==> src/rtl/qalu_pkg.sv <==
// ----------------------------------------------------------------------------
// qalu_pkg: shared types and constants of the Q24.8 fixed-point ALU
// Operation codes, data width and the per-stage divider token.
// ----------------------------------------------------------------------------
`default_nettype none
package qalu_pkg;
	localparam int DataWidth = 32;
	localparam int FracBitsDefault = 8;

	localparam logic [3:0] OP_ADD = 4'd0;
	localparam logic [3:0] OP_SUB = 4'd1;
	localparam logic [3:0] OP_MUL = 4'd2;
	localparam logic [3:0] OP_DIV = 4'd3;
	localparam logic [3:0] OP_MIN = 4'd4;
	localparam logic [3:0] OP_MAX = 4'd5;
	localparam logic [3:0] OP_INC = 4'd6;
	localparam logic [3:0] OP_DEC = 4'd7;
	localparam logic [3:0] OP_TOINT = 4'd8;
	localparam logic [3:0] OP_FROMINT = 4'd9;

	localparam logic signed [63:0] QMax = 64'sd2147483647;
	localparam logic signed [63:0] QMin = -64'sd2147483648;

	// flags and the non-divide result travel alongside the divider row
	typedef struct packed {
		logic        vld;
		logic [3:0]  mode;
		logic [31:0] res;
		logic        gt;
		logic        lt;
		logic        eq;
		logic        ovf;
		logic        dz;
		logic        neg;
	} qalu_side_t;
endpackage
`default_nettype wire

==> src/rtl/qalu_div_cell.sv <==
// ----------------------------------------------------------------------------
// qalu_div_cell: one restoring-division step
// Shifts in one dividend bit, conditionally subtracts the divisor.
// ----------------------------------------------------------------------------
`default_nettype none
module qalu_div_cell import qalu_pkg::*; #(
	parameter int NW = 41,
	parameter int BIT = 0
) (
	input  wire logic          clk,
	input  wire logic          en,
	input  wire logic [NW-1:0] rem_in,
	input  wire logic [NW-1:0] num_in,
	input  wire logic [31:0]   den_in,
	input  wire logic [NW-1:0] quo_in,
	input  wire qalu_side_t    side_in,
	output logic [NW-1:0]      rem_q,
	output logic [NW-1:0]      num_q,
	output logic [31:0]        den_q,
	output logic [NW-1:0]      quo_q,
	output qalu_side_t         side_q
);
	logic [NW:0] trial;
	logic [NW:0] shifted;
	logic [NW-1:0] quo_nx;
	assign shifted = {rem_in, num_in[BIT]};
	assign trial = shifted - {{(NW-31){1'b0}}, den_in};

	always_comb begin
		quo_nx = quo_in;
		quo_nx[BIT] = ~trial[NW];
	end

	always_ff @(posedge clk) begin
		if (en) begin
			num_q <= num_in;
			den_q <= den_in;
			side_q <= side_in;
			quo_q <= quo_nx;
			rem_q <= trial[NW] ? shifted[NW-1:0] : trial[NW-1:0];
		end
	end
endmodule
`default_nettype wire
==> config.mk <==
export PLATFORM = sky130hd
export DESIGN_NAME = qalu_div_cell
export DESIGN_NICKNAME = d
export VERILOG_FILES = /design/src/rtl/qalu_pkg.sv /design/src/rtl/qalu_div_cell.sv
export SDC_FILE = /design/constraint.sdc
export NUM_CORES = 1
export LEC_CHECK = 0
export BUFFER_PORTS_ARGS = -buffer_cell sky130_fd_sc_hd__buf_2
export CAP_MARGIN = 10
export CORE_AREA = 2 2 154 156
export DETAILED_ROUTE_END_ITERATION = 8
export DIE_AREA = 0 0 156 158
export PLACE_DENSITY_LB_ADDON = 0.12
export SYNTH_ARGS = -nofsm -noshare
export SYNTH_HDL_FRONTEND = slang
export SYNTH_SLANG_ARGS = --single-unit
==> constraint.sdc <==
create_clock -name clk -period 3.9 [get_ports clk]
set_input_delay 0.78 -clock clk [delete_from_list [all_inputs] [get_ports clk]]
set_output_delay 0.78 -clock clk [all_outputs]
set_load 0.02 [all_outputs]
==> results of run 1 <==
flip-flops by register name, summed over array words and instances (netlist names):
register and cells:
side_q 43, den_q 32, quo_q 41, num_q 41, rem_q 41
routing by layer:
layer,track usage,part of all wire
met2,0.3369,0.52
met5,0,0.00075
met1,0.2257,0.40
met3,0.05201,0.068
met4,0.05461,0.012
stage by stage:
stage / cells / area (um^2) / setup WS (ns)
2_1_floorplan: 601 / 8548 / 0.6994
3_3_place_gp: 1280 / 10930 / 0.2493
3_5_place_dp: 1280 / 10930 / 0.2547
4_1_cts: 1312 / 11540 / 0.7153
5_1_grt: 1312 / 11540 / 0.4564
6_report: 1313 / 11550 / 0.6935
cell type report:
cell class | count | area share
multi-input cells | 347 | 0.2055
well taps | 290 | 0.03143
inverters | 39 | 0.01268
flip-flops and latches | 198 | 0.5150
clock buffers | 17 | 0.03684
diodes | 1 | 0.0002167
repair buffers | 406 | 0.1822
clock inverters | 15 | 0.01625
critical path: cells and delay by family:
family	cells	cell delay, ns
buf+inv	2	0.17
xor+xnor	1	0.15
fa+ha+maj	2	0.61
compound gates	6	1.51
simple gates	1	0.17
cells by family (layout without fill, tap and decap cells):
kind of cell	Yosys count	in the layout	synth area share
flip-flops	198	198	0.6956
multiplexers	1	1	0.001171
AO/OA/AOI/OAI	147	147	0.1161
buffers and inverters	56	477	0.02825
AND/OR/NAND/NOR	127	127	0.06894
XOR/XNOR	39	39	0.04084
other	0	1	0
adder cells (fa/ha/maj)	33	33	0.04918
worst max-delay path by stage:
stage	to	slack, ns	depth (start not counted)	startpoint
floorplan	rem_q[36]	0.70	11	num_in[0]
global placement	rem_q[40]	0.25	12	num_in[0]
detailed placement	rem_q[40]	0.25	12	num_in[0]
CTS	rem_q[40]	0.72	12	num_in[0]
global route	rem_q[40]	0.46	12	num_in[0]
finish	rem_q[40]	0.69	12	num_in[0]
synthesized netlist by cell type, drive strengths merged:
master | n | area share
edfxtp | 198 | 0.70
nand2 | 59 | 0.026
o21ai | 51 | 0.030
a21oi | 41 | 0.024
inv | 39 | 0.017
ha | 32 | 0.047
xnor2 | 22 | 0.023
nor2 | 20 | 0.0088
xor2 | 17 | 0.017
buf | 13 | 0.0092
nand4 | 12 | 0.0088
a21o | 10 | 0.0088
a211oi | 9 | 0.0097
nand2b | 7 | 0.0051
nor3 | 7 | 0.0041
o21a | 7 | 0.0061
o31ai | 7 | 0.0089
nand3 | 6 | 0.0035
nor2b | 5 | 0.0037
clkbuf | 4 | 0.0019
o21bai | 4 | 0.0035
a21boi | 3 | 0.0031
o2111ai | 3 | 0.0031
a2111oi | 2 | 0.0042
a211o | 2 | 0.0020
a41oi | 2 | 0.0020
and2 | 2 | 0.0018
nor3b | 2 | 0.0018
o311ai | 2 | 0.0050
or2 | 2 | 0.0015
a221oi | 1 | 0.0018
and3 | 1 | 0.00073
fa | 1 | 0.0023
mux2i | 1 | 0.0012
nand3b | 1 | 0.00088
nor4 | 1 | 0.00073
nor4b | 1 | 0.0010
o211a | 1 | 0.0012
o211ai | 1 | 0.00088
o41ai | 1 | 0.0010
or3 | 1 | 0.00073
report_power, final:
part           switching, W  total [W]  internal (W)  leakage (nW)
clock              0.000926    0.00181      0.000884         0.299
combinational      0.000646    0.00101      0.000360          2.78
sequential        0.0000400    0.00259       0.00255          1.94
==> flow_summary.ini, run 1 <==
[critical_path]
cp.required_ns = 4.07
slowest_delay_ns = 0.41
critPathKind = in2reg
end_kind = register
cp_cell_sequence = buf_2, inv_1, ha_1, fa_1, nand2b_1, a21oi_1, o21ai_1, o311ai_4, a21oi_2, o31ai_4, a211oi_1, xor2_1
critPathMaxFanout = 4
cp-start-kind = input pin
arrival_ns = 3.38
slowest_stage = o31ai_4

[drt]
post_drt_wl_per_cell_um = 18.39
drc = 0
dr.first_iter.drc_count = 279
ant_nets = 0
drt_pass1_iterations = 4
vias_per_cell = 4.724
finalWirelength_mm = 24.14
via_count = 6203

[die]
initial_core_util = 0.3708
die_area_um2 = 24650
pin_count = 398
die_w_um = 156
coreArea_um2 = 23050
die_h_um = 158
rows = 56

[clock_network]
clkTransAtPathRegs_ns = 0.08
cts_buffer_depth = 2
cts-root-buf = clkbuf_16
cts_resized = 0
htree_levels = 4
cts_tree = built
clock_sinks = 198
cts_buffers = 17
ctsHoldBuffers = 0
postCtsSetupRepairBufs = 0

[global_routing]
grt_max_degree = 97
grt_pass1_wl_mm = 34.93
antenna_found_initial = 4
grt_pass1_vias = 6007
grtUsageTotal = 0.1896
overflow = 0

[timing]
slew_headroom = 0.4459
timing.final.crit_share = 0.8222
slew_viol_final = 0
rsz0062_at_grt = false
hold_slack_ns = 0.5127
tightestPinTransition_ns = 0.8312
fin_tns_setup_ns = 0
fmax_mhz = 311.9
hold_viol = 0
final-setup-viol-count = 0
min_period_ns = 3.207

[logic_synthesis]
syn_inst = 601
ys_seq_area_frac = 0.6956
synth.avg_cell_area_um2 = 14.22
yosysWarnings = 0
syn-num-nets = 834
synth_cell_types = 56
ys_seq_elements = 198
syn_area_um2 = 8548

[pwr]
ir_drop_v = 0.0002531
pwr_density_cell_nw_per_um2 = 468.4
leakage_nw = 5.013
fin_total_pwr_w = 0.005409

[final_layout]
nNetsFinal = 1242
synthToLayoutAreaGrowth_pct = 35.07
multi_input_area_um2 = 2372
layout_commonest_cell = buf_2
fillers = 2076
layout-drive-gt1-share = 0.4462
utilization = 0.5009
final_cell_mix = 395 x buf_2, 198 x edfxtp_1, 59 x nand2_1, 40 x a21oi_1, 38 x inv_1
seq_area_um2 = 5946

[hold_path]
hold_start = num_in[36]
hp-class = in2reg
holdPathStages = 1
min_to = num_q[36]

[outcome]
status = finished clean

[job]
maxCapViolCount = 0

[placed_design]
dp_hpwl_mm = 19.10
gp_congestion = 0.8590
portBuffers = 396
No activity file was read; power rests on OpenSTA's default activity.
==> run 2, diff against run 1 <==
==> constraint.sdc (replaced) <==
create_clock -name clk -period 3.3 [get_ports clk]
set_input_delay 0.66 -clock clk [delete_from_list [all_inputs] [get_ports clk]]
set_output_delay 0.66 -clock clk [all_outputs]
set_load 0.02 [all_outputs]
==> run 2 against run 1 <==
  * Sequential cell count unchanged
  * Critical endpoint is now rem_q[30]
  * Utilization increased by 0.61 points
  * Highest routed layer unchanged
  * Power increased by 18%
  * Critical path depth increased by 1
  * Clock power increased by 16%
  * Worst hold slack got worse by 0.12 ns
  * Cell count increased by 1.5%
  * Die area unchanged
==> flow_summary.ini, run 2 (synthesis results as in run 1) <==
[pwr]
p_seq_frac = 0.480
p_int_w = 0.004493
power.share.clock = 0.329
ir_drop_v = 0.0002904
swShare = 0.2962
pwr_density_cell_nw_per_um2 = 546.3
p_switching_w = 0.001891
p_comb_frac = 0.191
leakage_nw = 5.096

[critical_path]
crit_buf_inv = 3
critPathKind = in2reg
cp_cell_sequence = buf_2, inv_1, ha_1, fa_1, nand2b_1, a21oi_1, o21ai_1, o311ai_4, a21oi_2, buf_4, o31ai_1, xnor2_1, o21ai_0
slowest_delay_ns = 0.38
crit_family = compound AO/OA/AOI/OAI gates
arrival_ns = 3.08
cp-start-kind = input pin
slowest_stage = fa_1
end_kind = register
critPathMaxFanout = 3
cp.required_ns = 3.46

[die]
initial_core_util = 0.3708
coreArea_um2 = 23050
pin_count = 398
die_h_um = 158
rows = 56
die_w_um = 156
die_area_um2 = 24650

[clock_network]
cts-root-buf = clkbuf_16
cts_resized = 0
cts_buffer_depth = 2
htree_levels = 4
cts_buffers = 17
clock_sinks = 198
postCtsSetupRepairBufs = 0
cts_tree = built
clkTransAtPathRegs_ns = 0.09
ctsHoldBuffers = 0

[timing]
slew_headroom = 0.5555
hold_viol = 0
tightestPinTransition_ns = 0.6668
timing.final.crit_share = 0.8843
final-setup-viol-count = 0
min_period_ns = 2.918
rsz0062_at_grt = false
fmax_mhz = 342.7
slew_viol_final = 0

[global_routing]
grt_pass1_wl_mm = 35.89
antenna_found_initial = 4
grt_max_degree = 80
grt_pass1_vias = 6250
grtUsageTotal = 0.1918
overflow = 0

[final_layout]
layout-drive-gt1-share = 0.4559
final_cell_mix = 395 x buf_2, 198 x edfxtp_1, 59 x nand2_1, 40 x a21oi_1, 38 x inv_1
regMostFlops = side_q
largest_reg_flops = 43
final_cells = 1333
nNetsFinal = 1262
synthToLayoutAreaGrowth_pct = 36.71
utilization = 0.5069
layout_commonest_cell = buf_2

[drt]
finalWirelength_mm = 24.34
ant_nets = 0
post_drt_wl_per_cell_um = 18.26
dr.first_iter.drc_count = 308
vias_per_cell = 4.740
drc = 0
drt_pass1_iterations = 4
via_count = 6319

[hold_path]
holdPathStages = 1
hp-class = in2reg
min_to = side_q[41]
hold_start = side_in[41]

[placed_design]
dp_hpwl_mm = 19.25
gp_congestion = 0.8467
portBuffers = 396
dp_cells = 1300

[job]
maxCapViolCount = 0

[outcome]
status = finished clean
==> run 2: worst max path at each step <==
| stage | end | cells after the start | slack, ns | start |
|---|---|---|---|---|
| after floorplan | rem_q[36] | 11 | 0.22 | num_in[0] |
| after global placement | rem_q[36] | 12 | -0.1 | num_in[0] |
| after detailed placement | rem_q[30] | 13 | -0.09 | num_in[0] |
| after CTS | rem_q[30] | 13 | 0.34 | num_in[0] |
| after global routing | rem_q[30] | 13 | 0.09 | num_in[0] |
| final | rem_q[30] | 13 | 0.38 | num_in[0] |
==> run 2: area by class of cell <==
class,instances,area [um^2]
clock buffer,17,425.4
multi-input combinational,347,2372
sequential,198,5946
antenna,1,2.502
tap,290,362.8
fill,2064,11370
timing repair buffer,426,2253
clock inverter,15,177.7
inverter,39,146.4
==> run 2: routing by layer <==
metal | vias to the layer above | routed length (um) | track usage
li1 | 3099 | - | -
met1 | 2956 | 9687 | 0.2238
met2 | 225 | 12460 | 0.3456
met3 | 33 | 1680 | 0.05119
met4 | 6 | 471 | 0.05898
met5 | - | 39 | 0
==> run 2: stage by stage <==
| stage | cell area [um^2] | setup slack (ns) | TNS [ns] | hold slack, ns | power [W] |
|---|---|---|---|---|---|
| after floorplan | 8548 | 0.2194 | 0 | 0.7589 | 0.003807 |
| after global placement | 11080 | -0.09782 | -0.4273 | 0.8370 | 0.004342 |
| after detailed placement | 11080 | -0.08964 | -0.4349 | 0.8381 | 0.004353 |
| after CTS | 11680 | 0.3417 | 0 | 0.3779 | 0.006459 |
| after global routing | 11690 | 0.08745 | 0 | 0.3749 | 0.006655 |
| final | 11690 | 0.3818 | 0 | 0.3947 | 0.006384 |
==> run 2: power by group through the flow <==
stage	Sequential (W)	Clock [W]	Combinational (W)
6_report	0.00306	0.00210	0.00122
5_1_grt	0.00309	0.00224	0.00133
4_1_cts	0.00307	0.00216	0.00124
3_5_place_dp	0.00312	0	0.00123
3_3_place_gp	0.00312	0	0.00123
2_1_floorplan	0.00342	0	0.000387
